<file path="config.mk">
export PLATFORM = sky130hd
export DESIGN_NAME = rc_fragment_assembler_decoder_core
export DESIGN_NICKNAME = d
export VERILOG_FILES = /design/src/design/rcfad_pkg.sv /design/src/design/rc_fragment_assembler_decoder_core.sv
export SDC_FILE = /design/constraint.sdc
export NUM_CORES = 1
export LEC_CHECK = 0
export BUFFER_PORTS_ARGS = -buffer_cell sky130_fd_sc_hd__clkbuf_2
export CORE_ASPECT_RATIO = 1.1
export CORE_MARGIN = 1.5
export CORE_UTILIZATION = 45
export CTS_CLUSTER_SIZE = 28
export DETAILED_ROUTE_END_ITERATION = 10
export PLACE_DENSITY = 0.68
export SYNTH_ARGS = -nofsm -noshare
export SYNTH_HDL_FRONTEND = slang
export SYNTH_SLANG_ARGS = --single-unit
</file>
<file path="constraint.sdc">
create_clock -name aclk -period 12.9 [get_ports aclk]
set_input_delay 0.645 -clock aclk [delete_from_list [all_inputs] [get_ports aclk]]
set_output_delay 0.645 -clock aclk [all_outputs]
set_load 0.01 [all_outputs]
</file>
<file path="src/design/rcfad_pkg.sv">
// Shared constants, codes and helpers for the remote-control fragment assembler/decoder.
package rcfad_pkg;

    localparam int ID_W        = 11;
    localparam int TICK_W      = 16;
    localparam int WORD_W      = 64;
    localparam int CH_W        = 11;
    localparam int AXIS_W      = 16;
    localparam int SW_W        = 4;
    localparam int BTN_W       = 2;
    localparam int KIND_W      = 2;
    localparam int REQ_W       = 1;

    localparam int S_TDATA_W   = 80;
    localparam int M_TDATA_W   = 128;
    localparam int APB_ADDR_W  = 4;
    localparam int APB_DATA_W  = 32;

    localparam logic [ID_W-1:0]   FIRST_ID_RST   = 11'd209;
    localparam logic [ID_W-1:0]   SECOND_ID_RST  = 11'd210;
    localparam logic [ID_W-1:0]   THIRD_ID_RST   = 11'd211;
    localparam logic [TICK_W-1:0] TIMEOUT_RST    = 16'd100;

    localparam logic [1:0] REG_FIRST_ID  = 2'd0;
    localparam logic [1:0] REG_SECOND_ID = 2'd1;
    localparam logic [1:0] REG_THIRD_ID  = 2'd2;
    localparam logic [1:0] REG_TIMEOUT   = 2'd3;

    localparam logic [KIND_W-1:0] KIND_VALID   = 2'd0;
    localparam logic [KIND_W-1:0] KIND_REJECT  = 2'd1;
    localparam logic [KIND_W-1:0] KIND_TIMEOUT = 2'd2;

    localparam logic [REQ_W-1:0]  REQ_FRAME = 1'b0;
    localparam logic [REQ_W-1:0]  REQ_TICK  = 1'b1;

    localparam logic [1:0] MASK_NONE  = 2'b00;
    localparam logic [1:0] MASK_FIRST = 2'b01;
    localparam logic [1:0] MASK_BOTH  = 2'b11;

    localparam logic [SW_W-1:0] SW_SAFE = 4'hF;

    localparam logic signed [CH_W:0] CH_OFFSET = 12'sd1024;
    localparam logic signed [CH_W:0] CH_LIMIT  = 12'sd660;

    // raw 11-bit channel to offset value, one bit wider for the range check
    function automatic logic signed [CH_W:0] chan_of(input logic [CH_W-1:0] raw);
        chan_of = $signed({1'b0, raw}) - CH_OFFSET;
    endfunction

    function automatic logic chan_bad(input logic signed [CH_W:0] c);
        chan_bad = (c < -CH_LIMIT) || (c > CH_LIMIT);
    endfunction

endpackage

</file>
<file path="src/design/rc_fragment_assembler_decoder_core.sv">
// Top level: fragment assembly, frame decode, link timeout and APB registers.
// Throughput: one request per cycle while m_axis_tready holds; requests pass an input
// register, then the decode and state update, then the result register.
// Reset (aresetn low, synchronous): registers to defaults, fragment mask and link
// state cleared, both stages empty; assembly words stay undefined until written.
module rc_fragment_assembler_decoder_core (
    input  logic                              aclk,
    input  logic                              aresetn,
    // s_axis_tdata: frame_id[10:0], frame_ok[11], payload[75:12], zero pad
    input  logic                              s_axis_tvalid,
    output logic                              s_axis_tready,
    input  logic [rcfad_pkg::S_TDATA_W-1:0]   s_axis_tdata,
    // s_axis_tuser: req_type[0]
    input  logic [rcfad_pkg::REQ_W-1:0]       s_axis_tuser,
    // m_axis_tdata: stick_ch0..3, wheel_ch4 (11 b each), switch_pair (4),
    // mouse_dx, mouse_dy, mouse_dz (16 each), mouse_buttons (2), key_bits (16), zero pad
    output logic                              m_axis_tvalid,
    input  logic                              m_axis_tready,
    output logic [rcfad_pkg::M_TDATA_W-1:0]   m_axis_tdata,
    // m_axis_tuser: result_kind[1:0]
    output logic [rcfad_pkg::KIND_W-1:0]      m_axis_tuser,
    input  logic                              psel,
    input  logic                              penable,
    input  logic                              pwrite,
    input  logic [rcfad_pkg::APB_ADDR_W-1:0]  paddr,
    input  logic [rcfad_pkg::APB_DATA_W-1:0]  pwdata,
    output logic [rcfad_pkg::APB_DATA_W-1:0]  prdata,
    output logic                              pready
);
    import rcfad_pkg::*;

    // configuration
    logic [ID_W-1:0]   first_id_reg, second_id_reg, third_id_reg;
    logic [TICK_W-1:0] timeout_reg;
    logic              cfg_wr;
    logic [1:0]        cfg_idx;

    // input stage
    logic              in_valid_reg;
    logic [REQ_W-1:0]  in_req_reg;
    logic [ID_W-1:0]   in_id_reg;
    logic              in_ok_reg;
    logic [WORD_W-1:0] in_data_reg;

    // block state
    logic [WORD_W-1:0] asm0_reg, asm1_reg;
    logic [1:0]        mask_reg, mask_next;
    logic              online_reg, online_next;
    logic [TICK_W-1:0] ticks_reg, ticks_next, ticks_inc;
    logic              store0, store1;

    // result stage
    logic                 out_valid_reg;
    logic [KIND_W-1:0]    out_kind_reg;
    logic [M_TDATA_W-1:0] out_data_reg;

    logic                 adv;
    logic                 res_valid;
    logic [KIND_W-1:0]    res_kind;
    logic [M_TDATA_W-1:0] res_data;
    logic [M_TDATA_W-1:0] safe_data;
    logic [M_TDATA_W-1:0] good_data;

    logic signed [CH_W:0] ch0, ch1, ch2, ch3, ch4;
    logic [CH_W-1:0]      ch4_out;
    logic [1:0]           sw0, sw1;
    logic                 frame_bad;

    assign pready  = 1'b1;
    assign cfg_idx = paddr[APB_ADDR_W-1:2];
    assign cfg_wr  = psel && penable && pwrite && pready;

    always_ff @(posedge aclk) begin
        if (!aresetn) begin
            first_id_reg  <= FIRST_ID_RST;
            second_id_reg <= SECOND_ID_RST;
            third_id_reg  <= THIRD_ID_RST;
            timeout_reg   <= TIMEOUT_RST;
        end else if (cfg_wr) begin
            unique case (cfg_idx)
                REG_FIRST_ID:  first_id_reg  <= pwdata[ID_W-1:0];
                REG_SECOND_ID: second_id_reg <= pwdata[ID_W-1:0];
                REG_THIRD_ID:  third_id_reg  <= pwdata[ID_W-1:0];
                REG_TIMEOUT:   timeout_reg   <= pwdata[TICK_W-1:0];
                default: ;
            endcase
        end
    end

    always_comb begin
        unique case (cfg_idx)
            REG_FIRST_ID:  prdata = {{(APB_DATA_W-ID_W){1'b0}}, first_id_reg};
            REG_SECOND_ID: prdata = {{(APB_DATA_W-ID_W){1'b0}}, second_id_reg};
            REG_THIRD_ID:  prdata = {{(APB_DATA_W-ID_W){1'b0}}, third_id_reg};
            REG_TIMEOUT:   prdata = {{(APB_DATA_W-TICK_W){1'b0}}, timeout_reg};
            default:       prdata = '0;
        endcase
    end

    // pipeline control
    assign adv           = in_valid_reg && (!out_valid_reg || m_axis_tready);
    assign s_axis_tready = !in_valid_reg || adv;

    always_ff @(posedge aclk) begin
        if (!aresetn) begin
            in_valid_reg <= 1'b0;
        end else if (s_axis_tready) begin
            in_valid_reg <= s_axis_tvalid;
        end
    end

    always_ff @(posedge aclk) begin
        if (s_axis_tready && s_axis_tvalid) begin
            in_req_reg  <= s_axis_tuser;
            in_id_reg   <= s_axis_tdata[ID_W-1:0];
            in_ok_reg   <= s_axis_tdata[ID_W];
            in_data_reg <= s_axis_tdata[ID_W+WORD_W:ID_W+1];
        end
    end

    // frame decode from the held words and the third fragment
    assign ch0 = chan_of(asm0_reg[10:0]);
    assign ch1 = chan_of(asm0_reg[21:11]);
    assign ch2 = chan_of(asm0_reg[32:22]);
    assign ch3 = chan_of(asm0_reg[43:33]);
    assign ch4 = chan_of(in_data_reg[10:0]);
    assign sw0 = asm0_reg[47:46];
    assign sw1 = asm0_reg[45:44];

    assign frame_bad = chan_bad(ch0) || chan_bad(ch1) || chan_bad(ch2) || chan_bad(ch3)
                    || (sw0 == 2'd0) || (sw1 == 2'd0);
    assign ch4_out   = chan_bad(ch4) ? '0 : ch4[CH_W-1:0];

    assign safe_data = {{(M_TDATA_W-SW_W-5*CH_W){1'b0}}, SW_SAFE, {(5*CH_W){1'b0}}};
    assign good_data = {3'b000,
                        asm1_reg[63:48],
                        asm1_reg[40], asm1_reg[32],
                        asm1_reg[31:16],
                        asm1_reg[15:0],
                        asm0_reg[63:48],
                        sw0, sw1,
                        ch4_out,
                        ch3[CH_W-1:0], ch2[CH_W-1:0], ch1[CH_W-1:0], ch0[CH_W-1:0]};

    assign ticks_inc = (ticks_reg == {TICK_W{1'b1}}) ? ticks_reg : ticks_reg + 16'd1;

    always_comb begin
        res_valid   = 1'b0;
        res_kind    = KIND_VALID;
        res_data    = good_data;
        mask_next   = mask_reg;
        online_next = online_reg;
        ticks_next  = ticks_reg;
        store0      = 1'b0;
        store1      = 1'b0;
        if (in_req_reg == REQ_TICK) begin
            if (online_reg) begin
                ticks_next = ticks_inc;
                if (ticks_inc >= timeout_reg) begin
                    online_next = 1'b0;
                    res_valid   = 1'b1;
                    res_kind    = KIND_TIMEOUT;
                    res_data    = safe_data;
                end
            end
        end else if (in_ok_reg) begin
            if (in_id_reg == first_id_reg) begin
                store0    = 1'b1;
                mask_next = MASK_FIRST;
            end else if (in_id_reg == second_id_reg) begin
                if (mask_reg != MASK_FIRST) begin
                    mask_next = MASK_NONE;
                end else begin
                    store1    = 1'b1;
                    mask_next = MASK_BOTH;
                end
            end else if (in_id_reg == third_id_reg) begin
                mask_next = MASK_NONE;
                if (mask_reg == MASK_BOTH && in_data_reg[63:16] == '0) begin
                    res_valid = 1'b1;
                    if (frame_bad) begin
                        res_kind = KIND_REJECT;
                        res_data = safe_data;
                    end else begin
                        online_next = 1'b1;
                        ticks_next  = '0;
                    end
                end
            end
        end
    end

    always_ff @(posedge aclk) begin
        if (!aresetn) begin
            mask_reg   <= MASK_NONE;
            online_reg <= 1'b0;
            ticks_reg  <= '0;
        end else if (adv) begin
            mask_reg   <= mask_next;
            online_reg <= online_next;
            ticks_reg  <= ticks_next;
        end
    end

    always_ff @(posedge aclk) begin
        if (adv && store0) begin
            asm0_reg <= in_data_reg;
        end
        if (adv && store1) begin
            asm1_reg <= in_data_reg;
        end
    end

    always_ff @(posedge aclk) begin
        if (!aresetn) begin
            out_valid_reg <= 1'b0;
        end else if (!out_valid_reg || m_axis_tready) begin
            out_valid_reg <= adv && res_valid;
        end
    end

    always_ff @(posedge aclk) begin
        if (adv && res_valid) begin
            out_kind_reg <= res_kind;
            out_data_reg <= res_data;
        end
    end

    assign m_axis_tvalid = out_valid_reg;
    assign m_axis_tuser  = out_kind_reg;
    assign m_axis_tdata  = out_data_reg;

    a_mask_legal: assert property (@(posedge aclk) disable iff (!aresetn)
        mask_reg != 2'b10)
        else $error("fragment mask holds second without first");

    a_timeout_drops_link: assert property (@(posedge aclk) disable iff (!aresetn)
        (adv && res_valid && res_kind == KIND_TIMEOUT) |=> !online_reg)
        else $error("timeout result left link online");

    a_valid_sets_link: assert property (@(posedge aclk) disable iff (!aresetn)
        (adv && res_valid && res_kind == KIND_VALID) |=> (online_reg && ticks_reg == '0))
        else $error("valid frame did not restart link");

    a_safe_switches: assert property (@(posedge aclk) disable iff (!aresetn)
        (out_valid_reg && out_kind_reg != KIND_VALID) |-> (out_data_reg[58:55] == SW_SAFE))
        else $error("safe result without safe switches");

endmodule
</file>
; ---- Word level (Yosys, flattened, before mapping)
; Index checks and enable logic that the tools add are counted.
[totals]
regBits = 405
input_bits = 124
out_inout_bits = 165
elab_cells = 143
[classes]
add_sub_neg = 6
n_lt_le_gt_ge = 11
n_eq_ne = 13
n_mux = 58
bitwise_logic = 1
reduce_logical = 37
[ops]
columns = op, n
row1 = two-way mux 125 bit, 8
row2 = two-way mux 16 bit, 9
row3 = two-way mux 128 bit, 1
row4 = one-hot mux 32 bit (4 select lines), 1
row5 = "greater-than comparator 12 x 11 -> 1 bit, second input constant", 5
row6 = "< comparator 12 x 11 -> 1 bit, second input constant", 5
row7 = "subtractor 11 x 11 -> 12 bit, second input constant", 5
row8 = zero test 48 bit, 1
row9 = equality test 11 bit, 3
row10 = two-way mux 1 bit, 31
row11 = "adder 16 x 1 -> 16 bit, second input constant", 1
row12 = "equality test 16 bit, second input constant", 1
row13 = greater-or-equal comparator 16 bit, 1
row14 = two-way mux 2 bit, 7
row15 = logical OR 1 bit, 12
row16 = two-way mux 11 bit, 1
row17 = logical AND 1 bit, 8
row18 = AND reduction 2 bit, 4
row19 = AND reduction 8 bit, 1
row20 = AND reduction 7 bit, 1
row21 = "equality test 2 bit, second input constant", 3
row22 = zero test 2 bit, 3
row23 = "!= test 2 bit, second input constant", 3
row24 = nonzero test 2 bit, 3
row25 = other kinds (6), 8

; ---- Depth between registers and ports, before layout
[logic_depth]
ltp_word = 15
mapped_depth = 18
depth_no_buf = 14

; ---- Worst setup path before layout
; No wires, ideal clock.
[synth_timing]
path_kind = register to register
startpoint = reg ticks_reg[3]
endpoint = reg out_data_reg[0], in the netlist m_axis_tdata[0] (enable)
arrival_time_ps = 12077
t_required_ps = 12094
setup_slack_ps = 16
path_stages_with_launch = 17
period_less_slack_ps = 12884
cell_sequence = dfxtp_1 > clkbuf_1 > and4_1 > clkbuf_1 > nand2_1 > o31ai_1 > nand2b_1 > xnor2_1 > ha_1 > a21oi_1 > o211ai_1 > a21oi_1 > nand2b_1 > or2_2 > clkbuf_1 > clkbuf_1 > a21boi_0
[synth_via]
elab_chain_cells = 7
elab_cells_between_ends = 8
cone_classes = add/sub: 1 / order compare: 1 / eq/ne: 1 / mux: 4 / reduce/logical: 1
[synth_lines]
columns = element, line
row1 = "start, declared", rc_fragment_assembler_decoder_core.sv:49  ; logic [TICK_W-1:0] ticks_reg, ticks_next, ticks_inc;
row2 = "start signal, assigned", rc_fragment_assembler_decoder_core.sv:201  ; ticks_reg <= ticks_next;
row3 = adder 16 x 1 -> 16 bit or equality test 16 bit (tied branches), rc_fragment_assembler_decoder_core.sv:145  ; assign ticks_inc = (ticks_reg == {TICK_W{1'b1}}) ? ticks_reg : ticks_reg + 16'd1;
row4 = two-way mux 16 bit (*), rc_fragment_assembler_decoder_core.sv:145
row5 = greater-or-equal comparator 16 bit (*), rc_fragment_assembler_decoder_core.sv:159  ; if (ticks_inc >= timeout_reg) begin
row6 = two-way mux 1 bit (*), rc_fragment_assembler_decoder_core.sv:159
row7 = two-way mux 1 bit (*), rc_fragment_assembler_decoder_core.sv:157  ; if (online_reg) begin
row8 = two-way mux 1 bit (*), rc_fragment_assembler_decoder_core.sv:156  ; if (in_req_reg == REQ_TICK) begin
row9 = logical AND 1 bit (*), rc_fragment_assembler_decoder_core.sv:223  ; if (adv && res_valid) begin
row10 = "end signal, assigned", rc_fragment_assembler_decoder_core.sv:225  ; out_data_reg <= res_data;
row11 = "end, declared", rc_fragment_assembler_decoder_core.sv:55  ; logic [M_TDATA_W-1:0] out_data_reg;
; Every way passes the cells marked *; elsewhere a longest branch is shown, timed or not.
; A chain may end at the register's enable or synchronous reset.

; ---- Worst setup path after layout
[layout_timing]
startpoint = reg ticks_reg[3]
endpoint = reg out_data_reg[52], in the netlist m_axis_tdata[52] (enable)
; The elaborated chain is that of the path after synthesis.

==> flow_summary.yaml <==
status:
  status: "finished clean"
cells_and_area:
  final_layout_size_suffix_gt1_share_pct: 23.5
  commonest_cells_after_routing_fill_and_taps_aside: "edfxtp_1, clkbuf_2, and3_1, nand2_1, dfxtp_1"
  post-route-util_pct: 53.8
  layout_overhead_on_the_synthesized_area_pct: 17.7
  fillerInstances: 2838
  final_common_cell: "edfxtp_1"
  largest_register_ffs: 125
  area.sequential_um2: 11000
  finalNetCount: 1521
  number_of_cells_in_the_finished_layout_apart_from_fillers: 1845
  multiInputGateArea_um2: 4280
grt:
  pin_count_of_the_biggest_net_entering_global_routing: 126
  via_count_of_the_first_global_routing_pass: 9560
  antenna_violations_before_repair: 2
  globalRouteOverflowTotal: 0
  wire_length_of_the_first_global_routing_pass_mm: 54.7
  grtUsageTotal_pct: 19.9
yosys:
  yosys_warnings: 0
  yosys.cell_types.count: 60
  synth_seq_area_share_pct: 70.1
  per_instance_average_area_after_synthesis_um2: 13.6
  async_flop_share_pct: 0
  synth_top_area_share_pct: 61.1
  synthesized_netlist_cell_count: 1146
  synth_area_um2: 15600
  flip_flop_and_latch_count_after_synthesis: 388
  ys_dominant_reg_cell: "edfxtp_1"
  synth-edff-count: 318
  cell_types_with_the_largest_area_share_after_synthesis: "edfxtp_1, dfxtp_1, and3_1"
  post-synth-top-area-cell: "edfxtp_1"
clocking:
  clock_tree.buffer_depth: 3
  tritoncts: "done"
  cts-resized-gates: 0
  cts_setup_buffers: 0
  clkLatencyLatePin_ns: 0.53
  cts_root_buffer: "clkbuf_16"
  tritoncts_num_sinks: 388
  post_cts_hold_buffer_count: 0
  clkSlewWorstSetupHoldPaths_ns: 0.06
  cts_made_buffers: 40
  cts_htree_levels: 2
die:
  fp.dieArea_um2: 35800
  floorplan.io_pins: 289
  fp-row-count: 71
  die_h_um: 198
  die_w_um: 181
  initial_utilization_pct: 45.7
  placeableCoreArea_um2: 34200
placed_design:
  post-dp-hpwl_mm: 24.3
  dp.cells: 1776
  gp_congestion: 0.837
  port-buffer-count: 246
power_and_ir_drop:
  p_leak_uw: 0.00690
  finalPower_uw: 2570
  power_per_cell_area_nw_per_um2: 140
  power.ir.vdd_worst_v: 0.0000972
critical_path:
  worst_setup_path_type: "reg2reg"
  arrival_ns: 5.57
  critical_path.max_fanout: 124
  critical_path.endpoint_type: "flip-flop"
  worst-endpoint-required_ns: 13.06
  timing.critical_path.from_type: "flip-flop"
drt:
  drt_drc_violations_left: 0
  vias: 10200
  routed_wirelength_mm: 36.0
  detail_route.vias_per_cell: 5.50
  ant_nets: 0
  first_pass_iters: 5
  detail_route.wl_per_cell_um: 19.5
  drt_iter0_markers: 820
timing:
  min_period_ns: 5.41
  setup-tns-final_ns: 0
  final-max-slew-violation-count: 0
  final_number_of_hold_violating_endpoints: 0
  setup_repair_after_global_routing_missed_its_margin: "false"
  finClkSkew_ns: 0.0187
  finalSetupViolCount: 0
  achievable-frequency_ghz: 0.185
  worst_hold_slack_ns: 0.283
  worst_pin_slew_ns: 1.27
  worst_slew_margin_rel_pct: 15.5
  fin_crit_sh_pct: 41.9
min_path:
  worst_hold_path_type: "in2reg"
flow_run:
  max_cap_violations: 0
## per-layer routing
metal  part of all wire, %  global-route usage, %  up-vias
li1                      -                      -     4758
met1                    42                   26.5     4933
met5                     0                      0        -
met3                   6.8                   3.31       57
met4                   2.5                   6.78        0
met2                    49                   33.2      404
## kinds of logic (layout without fill, tap and decap cells)
logic type / count (synthesis) / after routing / share of synthesized area, %
buf+inv: 104 / 345 / 3.16
mux: 15 / 15 / 1.85
fa+ha+maj: 17 / 17 / 1.36
xor+xnor: 42 / 42 / 2.35
flops: 388 / 388 / 70.1
other cells: 2 / 22 / 0.0481
simple gates: 442 / 442 / 15.4
compound gates: 136 / 136 / 5.74
## final cells by class
| class | count | share of cell area [%] |
|---|---|---|
| Sequential cell | 388 | 59.6 |
| Multi-Input combinational cell | 672 | 23.3 |
| Timing Repair Buffer | 254 | 7.02 |
| Clock buffer | 53 | 5.93 |
| Tap cell | 438 | 2.98 |
| Clock inverter | 14 | 0.721 |
| Inverter | 24 | 0.490 |
| Antenna cell | 2 | 0.0272 |
## report_power, final
group | internal (uW) | total (uW) | leakage, uW | switching [uW]
clock | 632 | 1090 | 0.000600 | 460
sequential | 1380 | 1400 | 0.00350 | 26.0
combinational | 31.3 | 73.5 | 0.00280 | 42.2
total | 2040 | 2570 | 0.00690 | 528
## metrics by stage
stage / setup WS, ns / area [um^2]
2_1_floorplan: 0.0164 / 15700
3_3_place_gp: 7.59 / 17200
3_5_place_dp: 7.51 / 17200
4_1_cts: 7.49 / 18400
5_1_grt: 7.05 / 18400
6_report: 7.49 / 18400
## path summary, 6_finish.rpt
| path | from | end | slack (ns) | cells after the start |
|---|---|---|---|---|
| setup / recovery | ticks_reg[3] | m_axis_tdata[52] | 7.49 | 14 |
| hold / removal | s_axis_tdata[55] | in_data_reg[43] | 0.28 | 1 |
| setup reg to reg | ticks_reg[3] | m_axis_tdata[52] | 7.49 | 14 |
| hold reg to reg | in_data_reg[11] | asm0_reg[11] | 0.45 | 0 |
## Yosys cell counts (3+ instances only)
cell	instances
ha_1	17
and4_1	4
nand2_1	127
o21bai_1	3
a21oi_1	55
a211o_1	3
a211oi_1	4
nand2b_1	20
nand3_1	45
xor2_1	13
nor3b_1	13
edfxtp_1	318
dfxtp_1	70
o21a_1	7
o211ai_1	13
clkbuf_1	43
nand4_1	15
buf_1	9
o2111ai_1	3
or4_1	5
mux4_2	11
nor2b_1	5
buf_4	25
nor4_1	28
and3_1	129
mux2i_1	3
nor2_1	18
nor3_1	9
a31oi_1	4
inv_1	24
o21ai_0	17
and2_1	8
o221ai_1	10
xnor2_1	29
nand3b_1	4
## worst max-delay path: stages, from the launching register on
cell and delay, ns:
dfxtp_1 0.47, and4_1 0.37, nand2_1 0.21, o31ai_1 0.51
nand2b_1 0.19, xnor2_1 0.18, ha_1 0.31, a21oi_1 0.19
o21ai_0 0.11, a2111o_1 0.35, a41oi_1 0.22, or2_4 0.88
a21boi_4 0.06, buf_4 0.40, buf_4 0.48
Power figures use the tool's default switching activity.
